`src/hdl/deq_pkg.sv`:
```
// ----------------------------------------------------------------------------
// deq_pkg: shared types and constants of the double-ended queue
// Operation and status codes, default depth and the per-beat control
// record passed from the pointer logic to the result stage.
// ----------------------------------------------------------------------------
package deq_pkg;

  localparam int WORD_W      = 64;
  localparam int OP_W        = 3;
  localparam int CNT_OUT_W   = 5;
  localparam int DEPTH_DEF   = 16;

  typedef enum logic [OP_W-1:0] {
    OP_PUSH_BACK  = 3'd0,
    OP_PUSH_FRONT = 3'd1,
    OP_POP_FRONT  = 3'd2,
    OP_POP_BACK   = 3'd3,
    OP_REVERSE    = 3'd4
  } op_t;

  typedef enum logic [1:0] {
    ST_OK        = 2'd0,
    ST_OVERFLOW  = 2'd1,
    ST_UNDERFLOW = 2'd2
  } status_t;

  // Everything the result stage needs besides the storage read data.
  typedef struct packed {
    logic [WORD_W-1:0]    push_word;
    logic                 byp_first;
    logic                 byp_last;
    logic                 rev;
    logic                 empty;
    logic [CNT_OUT_W-1:0] entry_count;
    status_t              status;
  } meta_t;

endpackage

```
`src/hdl/deq_ram.sv`:
```
// ----------------------------------------------------------------------------
// deq_ram: generic RAM
// One write port and two read ports, read data registered.
// ----------------------------------------------------------------------------
module deq_ram #(
  parameter int WIDTH = 64,
  parameter int DEPTH = 16
) (
  input  logic                     clk,
  input  logic                     we,
  input  logic [$clog2(DEPTH)-1:0] waddr,
  input  logic [WIDTH-1:0]         wdata,
  input  logic                     re,
  input  logic [$clog2(DEPTH)-1:0] raddr_a,
  input  logic [$clog2(DEPTH)-1:0] raddr_b,
  output logic [WIDTH-1:0]         rdata_a,
  output logic [WIDTH-1:0]         rdata_b
);

  logic [WIDTH-1:0] mem [DEPTH];

  always_ff @(posedge clk) begin
    if (we) begin
      mem[waddr] <= wdata;
    end
    if (re) begin
      rdata_a <= mem[raddr_a];
      rdata_b <= mem[raddr_b];
    end
  end

endmodule

```
`src/hdl/deq_ctrl.sv`:
```
// ----------------------------------------------------------------------------
// deq_ctrl: ring pointers and operation decode
// Holds head slot, word count and direction flag, decides each beat's
// effect, drives the storage write and the reads of both physical ends.
// ----------------------------------------------------------------------------
module deq_ctrl import deq_pkg::*; #(
  parameter int DEPTH = DEPTH_DEF,
  localparam int AW = $clog2(DEPTH),
  localparam int CW = $clog2(DEPTH + 1)
) (
  input  logic              clk,
  input  logic              rst,
  input  logic              accept,
  input  logic [OP_W-1:0]   op,
  input  logic [WORD_W-1:0] value,
  output logic              ram_we,
  output logic [AW-1:0]     ram_waddr,
  output logic [AW-1:0]     rd_first,
  output logic [AW-1:0]     rd_last,
  output meta_t             meta
);

  localparam int XW = (CW > CNT_OUT_W) ? CW : CNT_OUT_W;

  logic [AW-1:0] head;
  logic [AW-1:0] head_next;
  logic [CW-1:0] count;
  logic [CW-1:0] count_next;
  logic          rev;
  logic          rev_next;
  op_t           op_c;
  status_t       status;
  logic [CW-1:0] last_off;
  logic [XW-1:0] count_x;

  // Slot a given distance past base, wrapped around the ring.
  function automatic logic [AW-1:0] slot_add(logic [AW-1:0] base, logic [CW-1:0] k);
    logic [CW:0] s;
    s = (CW+1)'(base) + (CW+1)'(k);
    if (s >= (CW+1)'(DEPTH)) begin
      s = s - (CW+1)'(DEPTH);
    end
    return s[AW-1:0];
  endfunction

  function automatic logic [AW-1:0] slot_prev(logic [AW-1:0] base);
    logic [AW-1:0] r;
    if (base == '0) begin
      r = AW'(DEPTH - 1);
    end else begin
      r = base - AW'(1);
    end
    return r;
  endfunction

  always_comb begin
    op_c       = op_t'(op);
    head_next  = head;
    count_next = count;
    rev_next   = rev;
    status     = ST_OK;
    ram_we     = 1'b0;
    ram_waddr  = head;
    case (op_c)
      OP_PUSH_BACK, OP_PUSH_FRONT: begin
        if (count >= CW'(DEPTH)) begin
          status = ST_OVERFLOW;
        end else begin
          ram_we     = 1'b1;
          count_next = count + CW'(1);
          if ((op_c == OP_PUSH_BACK) != rev) begin
            ram_waddr = slot_add(head, count);
          end else begin
            head_next = slot_prev(head);
            ram_waddr = head_next;
          end
        end
      end
      OP_POP_FRONT, OP_POP_BACK: begin
        if (count == '0) begin
          status = ST_UNDERFLOW;
        end else begin
          count_next = count - CW'(1);
          if ((op_c == OP_POP_FRONT) != rev) begin
            head_next = slot_add(head, CW'(1));
          end
        end
      end
      OP_REVERSE: begin
        if (count == '0) begin
          status = ST_UNDERFLOW;
        end else begin
          rev_next = ~rev;
        end
      end
      default: begin
      end
    endcase

    // Physical ends after the operation; a write to either end this beat
    // is not yet visible to the read, so it is forwarded.
    last_off = (count_next == '0) ? '0 : count_next - CW'(1);
    rd_first = head_next;
    rd_last  = slot_add(head_next, last_off);
    count_x  = XW'(count_next);

    meta.push_word   = value;
    meta.byp_first   = ram_we && (ram_waddr == rd_first);
    meta.byp_last    = ram_we && (ram_waddr == rd_last);
    meta.rev         = rev_next;
    meta.empty       = (count_next == '0);
    meta.entry_count = count_x[CNT_OUT_W-1:0];
    meta.status      = status;
  end

  always_ff @(posedge clk) begin
    if (rst) begin
      head  <= '0;
      count <= '0;
      rev   <= 1'b0;
    end else if (accept) begin
      head  <= head_next;
      count <= count_next;
      rev   <= rev_next;
    end
  end

`ifndef SYNTHESIS
  a_count_bound: assert property (@(posedge clk) disable iff (rst)
    count <= CW'(DEPTH))
    else $error("deq_ctrl: word count above depth");

  a_reject_holds: assert property (@(posedge clk) disable iff (rst)
    accept && (status != ST_OK) |=>
      (count == $past(count)) && (head == $past(head)) && (rev == $past(rev)))
    else $error("deq_ctrl: rejected operation changed the queue");

  a_write_has_room: assert property (@(posedge clk) disable iff (rst)
    ram_we |-> (count < CW'(DEPTH)) && (status == ST_OK))
    else $error("deq_ctrl: storage write on a full queue");
`endif

endmodule

```
`src/hdl/deq_out.sv`:
```
// ----------------------------------------------------------------------------
// deq_out: read stage and result register
// Pairs the storage read data with its beat, forwards a fresh push,
// orders the ends by direction and holds the result until it is taken.
// ----------------------------------------------------------------------------
module deq_out import deq_pkg::*; (
  input  logic                 clk,
  input  logic                 rst,
  input  logic                 accept,
  input  meta_t                meta,
  input  logic [WORD_W-1:0]    rd_first,
  input  logic [WORD_W-1:0]    rd_last,
  output logic                 take,
  output logic                 result_valid,
  input  logic                 result_ready,
  output logic [WORD_W-1:0]    front_value,
  output logic [WORD_W-1:0]    back_value,
  output logic [CNT_OUT_W-1:0] entry_count,
  output logic                 is_empty,
  output logic [1:0]           status
);

  logic              s1_valid;
  meta_t             s1_meta;
  logic              s1_adv;
  logic [WORD_W-1:0] first_w;
  logic [WORD_W-1:0] last_w;

  assign s1_adv = s1_valid && (!result_valid || result_ready);
  assign take   = !s1_valid || !result_valid || result_ready;

  always_comb begin
    first_w = s1_meta.byp_first ? s1_meta.push_word : rd_first;
    last_w  = s1_meta.byp_last ? s1_meta.push_word : rd_last;
    if (s1_meta.empty) begin
      first_w = '0;
      last_w  = '0;
    end
  end

  always_ff @(posedge clk) begin
    if (rst) begin
      s1_valid     <= 1'b0;
      result_valid <= 1'b0;
    end else begin
      if (accept) begin
        s1_valid <= 1'b1;
      end else if (s1_adv) begin
        s1_valid <= 1'b0;
      end
      if (s1_adv) begin
        result_valid <= 1'b1;
      end else if (result_ready) begin
        result_valid <= 1'b0;
      end
    end
  end

  always_ff @(posedge clk) begin
    if (accept) begin
      s1_meta <= meta;
    end
    if (s1_adv) begin
      front_value <= s1_meta.rev ? last_w : first_w;
      back_value  <= s1_meta.rev ? first_w : last_w;
      entry_count <= s1_meta.entry_count;
      is_empty    <= s1_meta.empty;
      status      <= s1_meta.status;
    end
  end

endmodule

```
`src/hdl/double_ended_queue.sv`:
```
// ----------------------------------------------------------------------------
// double_ended_queue: bounded double-ended queue of 64-bit words
// Ring buffer with push/pop at both ends and reversal by direction flag.
// ----------------------------------------------------------------------------
//
//   channel  handshake                    payload
//   -------  ---------------------------  ----------------------------------
//   item     item_valid / item_ready      op, value
//   result   result_valid / result_ready  front_value, back_value,
//                                         entry_count, is_empty, status
//
// One beat is taken per cycle while item_ready is high; its result is
// registered first by the storage RAM's read into the read stage, then in the result register.
// Reset clears the head slot, the word count, the direction flag and the
// valid bits; storage is not cleared, since only written slots ever reach the result.
// While a result waits, up to two beats are held inside; item_ready drops
// only when both the read stage and the result register are occupied.
//
// Every operation moves the head or the count by at most one slot, so the
// new front and back slots are known in the accept cycle and both are read
// from the two-port RAM at once. A word pushed in that same beat is not yet
// in the RAM output, so it is forwarded from the read stage's record.
// ----------------------------------------------------------------------------
module double_ended_queue import deq_pkg::*; #(
  parameter int DEPTH = DEPTH_DEF
) (
  input  logic                 clk,
  input  logic                 rst,
  input  logic                 item_valid,
  output logic                 item_ready,
  input  logic [OP_W-1:0]      op,
  input  logic [WORD_W-1:0]    value,
  output logic                 result_valid,
  input  logic                 result_ready,
  output logic [WORD_W-1:0]    front_value,
  output logic [WORD_W-1:0]    back_value,
  output logic [CNT_OUT_W-1:0] entry_count,
  output logic                 is_empty,
  output logic [1:0]           status
);

  localparam int AW = $clog2(DEPTH);

  logic              accept;
  logic              ram_we;
  logic [AW-1:0]     ram_waddr;
  logic [AW-1:0]     rd_first_addr;
  logic [AW-1:0]     rd_last_addr;
  logic [WORD_W-1:0] rd_first;
  logic [WORD_W-1:0] rd_last;
  meta_t             meta;

  // A beat enters whenever the read stage is free or is moving on.
  assign accept = item_valid && item_ready;

  deq_ctrl #(
    .DEPTH (DEPTH)
  ) u_ctrl (
    .clk       (clk),
    .rst       (rst),
    .accept    (accept),
    .op        (op),
    .value     (value),
    .ram_we    (ram_we),
    .ram_waddr (ram_waddr),
    .rd_first  (rd_first_addr),
    .rd_last   (rd_last_addr),
    .meta      (meta)
  );

  // The write is gated by accept so an idle or stalled cycle never stores.
  deq_ram #(
    .WIDTH (WORD_W),
    .DEPTH (DEPTH)
  ) u_ram (
    .clk     (clk),
    .we      (ram_we && accept),
    .waddr   (ram_waddr),
    .wdata   (value),
    .re      (accept),
    .raddr_a (rd_first_addr),
    .raddr_b (rd_last_addr),
    .rdata_a (rd_first),
    .rdata_b (rd_last)
  );

  deq_out u_out (
    .clk          (clk),
    .rst          (rst),
    .accept       (accept),
    .meta         (meta),
    .rd_first     (rd_first),
    .rd_last      (rd_last),
    .take         (item_ready),
    .result_valid (result_valid),
    .result_ready (result_ready),
    .front_value  (front_value),
    .back_value   (back_value),
    .entry_count  (entry_count),
    .is_empty     (is_empty),
    .status       (status)
  );

endmodule
```
`config.mk`:
```
export PLATFORM = sky130hd
export DESIGN_NAME = double_ended_queue
export DESIGN_NICKNAME = d
export VERILOG_FILES = /design/src/hdl/deq_pkg.sv /design/src/hdl/deq_ram.sv /design/src/hdl/deq_ctrl.sv /design/src/hdl/deq_out.sv /design/src/hdl/double_ended_queue.sv
export SDC_FILE = /design/constraint.sdc
export NUM_CORES = 2
export LEC_CHECK = 0
export BUFFER_PORTS_ARGS = -buffer_cell sky130_fd_sc_hd__buf_4
export CORE_MARGIN = 2
export CORE_UTILIZATION = 24
export CTS_CLUSTER_SIZE = 12
export DETAILED_ROUTE_END_ITERATION = 10
export PLACE_DENSITY_LB_ADDON = 0.1
export SYNTH_ARGS = -nofsm -noshare
export SYNTH_HDL_FRONTEND = slang
export SYNTH_SLANG_ARGS = --single-unit
```
`constraint.sdc`:
```
create_clock -name clk -period 27 [get_ports clk]
set_clock_uncertainty 0.15 [all_clocks]
set_input_delay 2.7 -clock clk [delete_from_list [all_inputs] [get_ports clk]]
set_output_delay 2.7 -clock clk [all_outputs]
set_load 0.1 [all_outputs]
```
==> flow_summary_export.csv <==
group,metric,value,unit
outcome,status,"complete, no violations",
timing,fin_crit_sh,0.337,
power_and_ir_drop,vdd_ir_drop_max,0.0638,mV
synth,synth_nets,4009,
critical_path,worst_r2r_endpoint,"u_ram.rdata_b[23]$_DFFE_PP_",
synth,synthFlopType,"edfxtp_1",
clock_network,insertion_delay,0.85,ns
critical_path,worstSetupEndpointType,"register",
route,drt_wl_total,208,mm
clock_network,clk_pin_slew,0.06,ns
route,wl_per_cell,26.9,um
min_path,holdCritPathClass,"reg -> reg",
placement,place_inst,7434,
synth,synthArstFlopShare,0,
floorplan,die-height,518,um
critical_path,cp.arrival,9.50,ns
clock_network,cts_made_buffers,168,
synth,ys_ff_latch,1375,
clock_network,hold_buffers,0,
route,drc_errors,0,
min_path,hold_path_depth,0,
timing,worst_pin_slew,1.13,ns
power_and_ir_drop,powerDensity,92.5,nW/um2
floorplan,pin_count,209,
synth,synth_seq_area_share,0.649,
global_route,met2_usage,0.268,
global_route,grt_usage,0.153,
synth,yosys_warnings,0,
final_layout,stdcell_count,7744,
route,via_per_inst,4.66,
global_route,antenna_found_initial,19,
critical_path,slowest_stage,"fa_4",
floorplan,die_x,518,um
route,drt_pass1_iterations,5,
timing,period_minus_slack,9.11,ns
placement,dp_hpwl,112,mm
floorplan,core,263000,um2
power_and_ir_drop,p_leak,23.9,nW
global_route,grt-ovfl-total,0,
critical_path,worst_setup_path_start_kind,"primary input",
timing,hold-worst-slack,0.264,ns
route,drt_iter0_markers,2002,
timing,setup_viol,0,
min_path,worstHoldStart,"u_out.s1_meta[0]$_DFFE_PP_",
timing,tns,0,ns
global_route,grt_max_degree,173,
floorplan,rows,188,
global_route,grt_pass1_wl,296,mm
critical_path,r2r_slack,19.14,ns
clock_network,cts_buffer_depth,3,
placement,globalplace.congestion,0.720,
critical_path,reg2regPathDepth,18,
synth,netlist_area,63400,um2
min_path,hold_end,"u_out.status[0]$_DFFE_PP_",
timing,slew_headroom,0.244,
critical_path,cp_cell_sequence,"buf_4 > nor3_1 > a221oi_2 > ha_1 > nand2_1 > nor3_1 > nor2_1 > ha_4 > inv_1 > fa_4 > buf_4 > buf_4 > buf_4 > mux4_2 > and3_1 > a311o_1",
floorplan,fp.dieArea,268000,um2
synth,synth_area_per_cell,16.2,um2
clock_network,clock-sinks,1375,
floorplan,start_util,0.242,
clock_network,ctsResizeCount,0,
global_route,grt_busiest_layer,"met2",
final_layout,utilization,0.283,
route,vias,36112,
timing,hold_viol_final,0,
critical_path,cp_max_fo,55,
clock_network,tritoncts,"yes",
critical_path,path_delay_family,"buffers and inverters",
final_layout,syn2layout_area_growth,17.0,%
final_layout,final_layout_size_suffix_gt1_frac,0.264,
timing,rsz0062_at_grt,"no",
critical_path,worstSetupPathType,"in -> reg",
global_route,use_met1,0.196,
critical_path,required,27.39,ns
critical_path,crit_buf_inv,5,
final_layout,final_nets,4174,
timing,timing.fmax,110,MHz
critical_path,timing.critical_path.mode_cell,"buf_4",
global_route,grt_pass1_vias,38302,
global_route,use_met3,0.0236,
power_and_ir_drop,power.total,6.86,mW
placement,port_buffers,208,
clock_network,htreeDepth,4,
flow_run,cap_violations,0,
critical_path,critical_path.max_stage_delay,1.24,ns
synth,synth_edf_count,1363,
clock_network,clockRootBuffer,"clkbuf_16",
critical_path,r2r_start,"u_ctrl.count[1]$_SDFFE_PP0P_",
timing,final_max_slew_viol_count,0,
clock_network,cts_setup_buffers,0,
synth,ys_types,60,
synth,syn-instance-count,3924,
route,drtAntennaViolNets,0,
-- worst register-to-register path: stages, from the launching register on --
cell	delay, ns
dfxtp_1	0.42
inv_1	0.20
ha_1	0.18
nor4b_4	0.56
a211oi_2	0.19
xnor2_1	0.23
ha_1	0.29
nand2_1	0.07
nor3_1	0.07
nor2_1	0.23
ha_4	0.17
inv_1	0.06
fa_4	1.24
buf_4	0.89
buf_4	0.77
buf_4	0.90
mux4_2	0.45
and3_1	0.19
a311o_1	0.32
-- worst max path at each step --
stage	startpoint	endpoint	slack, ns	cells past startpoint
floorplan	result_ready	u_ram.mem[2][0]$_DFFE_PP_	12.68	7
global placement	op[1]	u_ram.rdata_b[26]$_DFFE_PP_	17.04	17
detailed placement	op[1]	u_ram.rdata_b[23]$_DFFE_PP_	16.95	17
CTS	op[1]	u_ram.rdata_b[23]$_DFFE_PP_	17.85	17
global route	op[1]	u_ram.rdata_b[26]$_DFFE_PP_	17.59	16
finish	op[1]	u_ram.rdata_b[23]$_DFFE_PP_	17.89	16
-- cell type report --
type                       count  area, um2
clock inverter                95        800
timing repair buffer         295       2290
sequential                  1375      41200
fill                       26413     188000
multi-input combinational   2235      21100
tap                         3515       4400
clock buffer                 210       4360
antenna                        5       12.5
inverter                      14       67.6
-- kinds of logic (layout without fill, tap and decap cells) --
logic type | Yosys count | count (layout) | share of synthesized area
XOR/XNOR | 25 | 25 | 0.00357
AO/OA/AOI/OAI | 427 | 427 | 0.0503
multiplexers | 1029 | 1029 | 0.221
flip-flops | 1375 | 1375 | 0.649
buffers and inverters | 314 | 614 | 0.0219
other | 0 | 5 | 0
AND/OR/NAND/NOR | 740 | 740 | 0.0513
adder cells (fa/ha/maj) | 14 | 14 | 0.00300
-- sequential cells by signal (all words and copies together), names as in the netlist --
register	cells
u_ctrl.count	5
u_ctrl.head	4
u_ctrl.rev	1
u_out.back_value	64
u_out.entry_count	5
u_out.front_value	64
u_out.is_empty	1
u_out.result_valid	1
u_out.s1_meta	75
u_out.s1_valid	1
u_out.status	2
u_ram.mem	1024
u_ram.rdata_a	64
u_ram.rdata_b	64
-- layout by cell type, fill, tap and decap left out, types with 6 or more instances in the layout --
master,instances
mux2_2,308
a311o_1,63
mux4_2,257
and3_1,64
edfxtp_1,1363
clkbuf_16,168
xnor2_1,11
buf_12,6
a211oi_1,9
nor2_1,151
a21oi_1,76
clkinv_1,47
clkbuf_1,42
nor3_1,10
mux2i_1,392
xor2_1,10
nand3_1,6
nand2_1,393
ha_1,11
dfxtp_1,12
inv_1,12
bufinv_16,6
mux2_1,72
clkinv_2,25
nand4_1,65
nor2_4,18
buf_4,289
o211ai_1,252
-- synthesized netlist by cell type, types with 63 or more instances --
| cell | instances | area share |
|---|---|---|
| edfxtp_1 | 1363 | 0.65 |
| nand2_1 | 393 | 0.023 |
| mux2i_1 | 392 | 0.062 |
| mux2_2 | 308 | 0.055 |
| mux4_2 | 257 | 0.091 |
| o211ai_1 | 252 | 0.030 |
| nor2_1 | 168 | 0.0099 |
| clkbuf_1 | 157 | 0.0093 |
| a21oi_1 | 76 | 0.0060 |
| mux2_1 | 72 | 0.013 |
| nand4_1 | 65 | 0.0064 |
| and3_1 | 64 | 0.0063 |
| a311o_1 | 63 | 0.0099 |
-- routing by layer --
| metal | vias up | routed length [um] |
|---|---|---|
| met4 | 18 | 4640 |
| li1 | 16052 | - |
| met1 | 19166 | 91200 |
| met2 | 599 | 105000 |
| met3 | 277 | 7090 |
| met5 | - | 98 |
-- per-stage QoR --
step	setup WS [ns]	instance area (um2)
after CTS	17.85	74200
after floorplan	12.68	63400
after detailed placement	16.95	69000
after global routing	17.59	74200
after global placement	17.04	69000
final	17.89	74200
-- where the power goes --
part	total, mW	internal [mW]	switching, mW	leakage, nW
Clock	2.15	1.21	0.940	2.51
Sequential	2.58	2.53	0.0494	12.6
Combinational	2.13	0.824	1.31	8.83
Power figures use the tool's default switching activity.
